<file path="config.mk">
export PLATFORM = sky130hd
export DESIGN_NAME = cpr_ctrl
export DESIGN_NICKNAME = d
export VERILOG_FILES = /design/src/design/cpr_pkg.sv /design/src/design/cpr_ctrl.sv
export SDC_FILE = /design/constraint.sdc
export NUM_CORES = 1
export LEC_CHECK = 0
export ABC_AREA = 1
export BUFFER_PORTS_ARGS = -buffer_cell sky130_fd_sc_hd__clkbuf_2
export CAP_MARGIN = 10
export CORE_MARGIN = 1
export CORE_UTILIZATION = 53
export DETAILED_ROUTE_END_ITERATION = 10
export GPL_ROUTABILITY_DRIVEN = 0
export PLACE_DENSITY = 0.86
export SKIP_LAST_GASP = 1
export SLEW_MARGIN = 20
export SYNTH_ARGS = -nofsm -noshare
export SYNTH_HDL_FRONTEND = slang
export SYNTH_SLANG_ARGS = --single-unit
</file>
<file path="constraint.sdc">
create_clock -name aclk -period 1.9 [get_ports aclk]
set_clock_uncertainty 0.2 [all_clocks]
set_input_delay 0.19 -clock aclk [delete_from_list [all_inputs] [get_ports aclk]]
set_output_delay 0.19 -clock aclk [all_outputs]
set_load 0.05 [all_outputs]
</file>
<file path="src/design/cpr_pkg.sv">
// Shared types, codes and helpers for the collision push-out resolver.
// Used by the controller, datapath, iterative unit and top level.
package cpr_pkg;

    localparam int DIV_STEPS  = 48;
    localparam int SQRT_STEPS = 32;

    localparam logic [1:0] COMP_LAST = 2'd2;

    localparam logic [1:0] REG_OWN_RATE    = 2'd0;
    localparam logic [1:0] REG_OWN_PUSHES  = 2'd1;
    localparam logic [1:0] REG_OWN_INERTIA = 2'd2;
    localparam logic [1:0] REG_MIN_LENGTH  = 2'd3;

    localparam logic [15:0] RST_OWN_RATE    = 16'd256;
    localparam logic        RST_OWN_PUSHES  = 1'b1;
    localparam logic        RST_OWN_INERTIA = 1'b0;
    localparam logic [15:0] RST_MIN_LENGTH  = 16'd1;

    localparam logic signed [39:0] SAT_MAX = 40'sh007FFFFFFF;
    localparam logic signed [39:0] SAT_MIN = 40'shFF80000000;

    typedef enum logic [4:0] {
        S_IDLE, S_DECODE, S_SIDE, S_MULR, S_DIVR, S_DIVW, S_SQ, S_CMP,
        S_SQRT, S_SQW, S_DIVU, S_DUW, S_DOT, S_DCHK, S_CMUL, S_CUPD,
        S_SAVE, S_EMIT0, S_EMIT1
    } state_t;

    typedef enum logic [4:0] {
        OP_NONE, OP_CAPTURE, OP_LOADVEL, OP_SIDE, OP_MULR, OP_DIVR, OP_STD,
        OP_SQ, OP_SQRT, OP_STL, OP_DIVU, OP_STU, OP_DOT, OP_CMUL, OP_CUPD,
        OP_SAVE, OP_EMIT0, OP_EMIT1
    } dp_op_t;

    typedef enum logic {UM_DIV, UM_SQRT} unit_mode_t;

    typedef struct packed {
        logic [15:0] own_rate;
        logic        own_pushes;
        logic        own_has_inertia;
        logic [15:0] min_length;
    } cfg_t;

    typedef struct packed {
        dp_op_t     op;
        logic [1:0] k;
        logic       side;
    } cmd_t;

    typedef struct packed {
        logic func;
        logic sum_zero;
        logic long_enough;
        logic inertia;
        logic dot_le0;
        logic unit_done;
        logic m_free;
        logic res0_vld;
        logic res1_vld;
    } stat_t;

    typedef struct packed {
        logic        chg;
        logic [31:0] vz;
        logic [31:0] vy;
        logic [31:0] vx;
        logic [31:0] dz;
        logic [31:0] dy;
        logic [31:0] dx;
    } res_t;

    function automatic logic [31:0] mag32(input logic [31:0] v);
        return v[31] ? (~v + 32'd1) : v;
    endfunction

    function automatic logic [31:0] sat32(input logic signed [39:0] v);
        logic [31:0] r;
        if (v > SAT_MAX) begin
            r = 32'h7FFF_FFFF;
        end else if (v < SAT_MIN) begin
            r = 32'h8000_0000;
        end else begin
            r = v[31:0];
        end
        return r;
    endfunction

endpackage

</file>
<file path="src/design/cpr_ctrl.sv">
// Controller: sequences one item at a time through the datapath.
// Depends on cpr_pkg.
module cpr_ctrl (
    input  logic           aclk,
    input  logic           aresetn,
    input  logic           s_tvalid,
    output logic           s_tready,
    input  cpr_pkg::stat_t stat,
    output cpr_pkg::cmd_t  cmd
);
    import cpr_pkg::*;

    state_t     state_reg, state_next;
    logic [1:0] k_reg, k_next;
    logic       side_reg, side_next;

    always_ff @(posedge aclk) begin
        if (!aresetn) begin
            state_reg <= S_IDLE;
            k_reg     <= '0;
            side_reg  <= 1'b0;
        end else begin
            state_reg <= state_next;
            k_reg     <= k_next;
            side_reg  <= side_next;
        end
    end

    always_comb begin
        state_next = state_reg;
        k_next     = k_reg;
        side_next  = side_reg;
        case (state_reg)
            S_IDLE: if (s_tvalid) state_next = S_DECODE;
            S_DECODE: begin
                if (!stat.func || stat.sum_zero) begin
                    state_next = S_IDLE;
                end else begin
                    side_next  = 1'b0;
                    state_next = S_SIDE;
                end
            end
            S_SIDE: begin
                k_next     = '0;
                state_next = S_MULR;
            end
            S_MULR: state_next = S_DIVR;
            S_DIVR: state_next = S_DIVW;
            S_DIVW: begin
                if (stat.unit_done) begin
                    if (k_reg == COMP_LAST) begin
                        k_next     = '0;
                        state_next = S_SQ;
                    end else begin
                        k_next     = k_reg + 2'd1;
                        state_next = S_MULR;
                    end
                end
            end
            S_SQ: begin
                if (k_reg == COMP_LAST) begin
                    k_next     = '0;
                    state_next = S_CMP;
                end else begin
                    k_next = k_reg + 2'd1;
                end
            end
            S_CMP: begin
                if (!stat.long_enough) begin
                    if (!side_reg) begin
                        side_next  = 1'b1;
                        state_next = S_SIDE;
                    end else begin
                        state_next = S_EMIT0;
                    end
                end else if (!stat.inertia) begin
                    state_next = S_SAVE;
                end else begin
                    state_next = S_SQRT;
                end
            end
            S_SQRT: state_next = S_SQW;
            S_SQW: begin
                if (stat.unit_done) begin
                    k_next     = '0;
                    state_next = S_DIVU;
                end
            end
            S_DIVU: state_next = S_DUW;
            S_DUW: begin
                if (stat.unit_done) begin
                    if (k_reg == COMP_LAST) begin
                        k_next     = '0;
                        state_next = S_DOT;
                    end else begin
                        k_next     = k_reg + 2'd1;
                        state_next = S_DIVU;
                    end
                end
            end
            S_DOT: begin
                if (k_reg == COMP_LAST) begin
                    k_next     = '0;
                    state_next = S_DCHK;
                end else begin
                    k_next = k_reg + 2'd1;
                end
            end
            S_DCHK: state_next = stat.dot_le0 ? S_CMUL : S_SAVE;
            S_CMUL: state_next = S_CUPD;
            S_CUPD: begin
                if (k_reg == COMP_LAST) begin
                    k_next     = '0;
                    state_next = S_SAVE;
                end else begin
                    k_next     = k_reg + 2'd1;
                    state_next = S_CMUL;
                end
            end
            S_SAVE: begin
                if (!side_reg) begin
                    side_next  = 1'b1;
                    state_next = S_SIDE;
                end else begin
                    state_next = S_EMIT0;
                end
            end
            S_EMIT0: if (!stat.res0_vld || stat.m_free) state_next = S_EMIT1;
            S_EMIT1: if (!stat.res1_vld || stat.m_free) state_next = S_IDLE;
            default: state_next = S_IDLE;
        endcase
    end

    always_comb begin
        cmd.k    = k_reg;
        cmd.side = side_reg;
        cmd.op   = OP_NONE;
        case (state_reg)
            S_IDLE:   if (s_tvalid) cmd.op = OP_CAPTURE;
            S_DECODE: if (!stat.func) cmd.op = OP_LOADVEL;
            S_SIDE:   cmd.op = OP_SIDE;
            S_MULR:   cmd.op = OP_MULR;
            S_DIVR:   cmd.op = OP_DIVR;
            S_DIVW:   if (stat.unit_done) cmd.op = OP_STD;
            S_SQ:     cmd.op = OP_SQ;
            S_SQRT:   cmd.op = OP_SQRT;
            S_SQW:    if (stat.unit_done) cmd.op = OP_STL;
            S_DIVU:   cmd.op = OP_DIVU;
            S_DUW:    if (stat.unit_done) cmd.op = OP_STU;
            S_DOT:    cmd.op = OP_DOT;
            S_CMUL:   cmd.op = OP_CMUL;
            S_CUPD:   cmd.op = OP_CUPD;
            S_SAVE:   cmd.op = OP_SAVE;
            S_EMIT0:  if (stat.res0_vld && stat.m_free) cmd.op = OP_EMIT0;
            S_EMIT1:  if (stat.res1_vld && stat.m_free) cmd.op = OP_EMIT1;
            default:  cmd.op = OP_NONE;
        endcase
    end

    assign s_tready = (state_reg == S_IDLE);

endmodule

</file>
==> flow_summary_export.csv <==
group,metric,value,unit
cts,cts_inserted_buffers,3,
pwr,irDropWorstVdd,0.400,mV
sta,clock.fmax,481,MHz
detailed_routing,wl_per_cell,18.4,um
synthesis,yosysTopAreaCell,"nand2_1",
finish,seq_area,176,um^2
worst_setup_path,cpMostUsedCell,"nor2_1",
finish,multiInputGateArea,821,um^2
synthesis,syn_nets,194,
cts,clk_latency,0.26,ns
sta,tns,-0.271,ns
finish,fillers,121,
cts,root_buffer,"clkbuf_4",
synthesis,yosysWarnings,0,
worst_setup_path,path_max_fanout,6,
worst_setup_path,crit_type,"reg2out",
place,dpl.hpwl,2340,um
cts,cts_sinks,8,
synthesis,yosys-top-cells-area,"nand2_1 19%, dfxtp_1 17%, nor2_1 12%",
detailed_routing,dr.first_iter.drc_count,174,
sta,period_needed,2.08,ns
cts,clk_path_buf_depth,2,
pwr,p_int,330,uW
finish,drive_gt1_frac,0.403,
floorplanning,core,1730,um^2
sta,slew_headroom,0.771,
sta,finalHoldViolCount,0,
finish,diodes,0,
finish,area_delta_synth_final,44.6,%
worst_setup_path,required,1.51,ns
sta,setup_ws,-0.179,ns
finish,nets,230,
floorplanning,num_rows,15,
floorplanning,io_pins,21,
detailed_routing,drc_errors,0,
cts,htree_levels,1,
global_route,grt_pass1_wl,5540,um
sta,tightest_slew,0.340,ns
sta,setup_viol,3,
global_route,grt_pass1_vias,1205,
pwr,switching_share,0.415,
floorplanning,die_x,44.8,um
global_route,grtUsageTotal,0.378,
global_route,met2_usage,0.629,
worst_setup_path,cpPeakStageDelay,0.38,ns
sta,period_share,1.09,
global_route,grt_overflow,0,
detailed_routing,vias,1561,
synthesis,synth_area,970,um^2
outcome,status,"finished with violations",
pwr,switchingPower,235,uW
outcome,failed_checks,"setup timing",
pwr,p_per_area,403,nW/um^2
floorplanning,die_h,44.8,um
floorplanning,start_util,0.562,
hold_path,hold_path_class,"in2reg",
detailed_routing,wl,4430,um
cts,cts_tree,"built",
synthesis,synth-seq-cells,8,
pwr,power_frac_clock,0.227,
worst_setup_path,crit_arrival,1.69,ns
detailed_routing,firstDrtPassIters,8,
global_route,top_usage_layer,"met2",
synthesis,netlist_instances,182,
job,max-cap-violations,0,
worst_setup_path,cp-end-kind,"output port",
synthesis,yosysUniqueCellTypes,23,
pwr,finalPower,565,uW
finish,mostFrequentLayoutCell,"nand2_1",
synthesis,avgSynthCellArea,5.33,um^2
worst_setup_path,cp-start-kind,"register",
finish,final_cell_mix,"44 x nand2_1, 26 x nor2_1, 17 x nand3_1",
global_route,met1_usage,0.479,
pwr,seq_power_share,0.332,
global_route,grt_antenna_before_repair,0,
pwr,total_leakage_power,0.697,nW
global_route,grt_use_met3,0.0800,
worst_setup_path,crit_slowest_cell,"dfxtp_4",
floorplanning,die_area,2000,um^2
sta,rsz0062_at_grt,"yes",
synthesis,seq_area_frac_synth,0.165,
cts,cts.clk_slew.worst_paths,0.05,ns
sta,maxSlewViolCount,0,
detailed_routing,via_per_inst,6.48,
finish,largest_reg_flops,5,
pwr,p_comb_frac,0.442,
synthesis,synth_top_area_share,0.186,
detailed_routing,final_antenna_net_count,0,
global_route,grt_max_degree,9,
place,numPortBuffers,20,
worst_setup_path,crit_chain,"nor2_1 -> nand2_2 -> nor2_1 -> nand3_1 -> nand4_1 -> buf_8",
[area by class of cell]
| cell class | instances | area share |
|---|---|---|
| clock buffers | 3 | 0.0161 |
| inverters | 25 | 0.0776 |
| repair buffers | 33 | 0.173 |
| well taps | 25 | 0.0223 |
| multi-input cells | 147 | 0.585 |
| flip-flops and latches | 8 | 0.126 |
[through the flow]
stage	instance area (um^2)	setup slack (ns)	util	hold WS [ns]	cells
floorplan	975	0.0214	-	0.111	182
global placement	1100	0.0648	0.638	0.245	226
detailed placement	1100	0.0391	0.638	0.252	226
CTS	1220	0.00211	0.707	0.0947	230
global route	1400	-0.190	0.812	0.0971	241
finish	1400	-0.179	0.812	0.0929	241
[synth_stat cells]
library cell  number
nand2_4            1
nor2_2             8
a21oi_1           11
o21ai_0            4
inv_2              6
buf_2              1
nor3_1             2
nor2_4             2
nand2_2            5
a221oi_1           1
o2111ai_1          1
nand3_2            2
nand3_1           18
o21ai_1            5
nor2_1            31
dfxtp_1            8
nand2_1           48
o22ai_1            1
nand4_1            4
a211oi_1           2
inv_1             19
buf_4              1
nand3b_1           1
[worst paths after layout]
| check | from | to | slack, ns | cells past startpoint |
|---|---|---|---|---|
| max reg2reg | state_reg[3] | k_reg[0] | 0.02 | 9 |
| min | stat[6] | side_reg | 0.09 | 4 |
| min reg2reg | side_reg | side_reg | 0.34 | 2 |
| max | state_reg[2] | cmd[3] | -0.18 | 6 |
[critical path, delay by kind of cell (launching register included)]
family	cells	cell delay [ns]
buffers and inverters	1	0.18
flip-flops	1	0.38
AND/OR/NAND/NOR	5	0.88
[logic make-up (layout without fill, tap and decap cells)]
kind of cell / count (synthesis) / after routing / share of synthesized area
simple gates: 122 / 122 / 0.582
buf+inv: 27 / 61 / 0.110
compound gates: 25 / 25 / 0.143
flops: 8 / 8 / 0.165
[power groups by stage]
stage	logic [mW]	clock network [mW]	registers, mW
2_1_floorplan	0.120	0	0.192
3_3_place_gp	0.167	0	0.188
3_5_place_dp	0.170	0	0.189
4_1_cts	0.188	0.129	0.186
5_1_grt	0.258	0.140	0.188
6_report	0.250	0.128	0.188
[per-layer routing]
| metal | wire, um | vias to the layer above |
|---|---|---|
| met5 | 0 | - |
| met2 | 1950 | 176 |
| met3 | 650 | 57 |
| li1 | - | 660 |
| met1 | 1440 | 668 |
| met4 | 388 | 0 |
[repair_timing]
item / 4_1_cts / 5_1_grt
pin swaps: 0 / 8
hold buffers: 1 / 0
hold endpoints to repair: 1 / 0
endpoints found under the setup margin: 5 / 7
gates resized for setup: 27 / 37
buffers inserted: 0 / 11
Note: power is estimated with default switching activity, not from simulation.
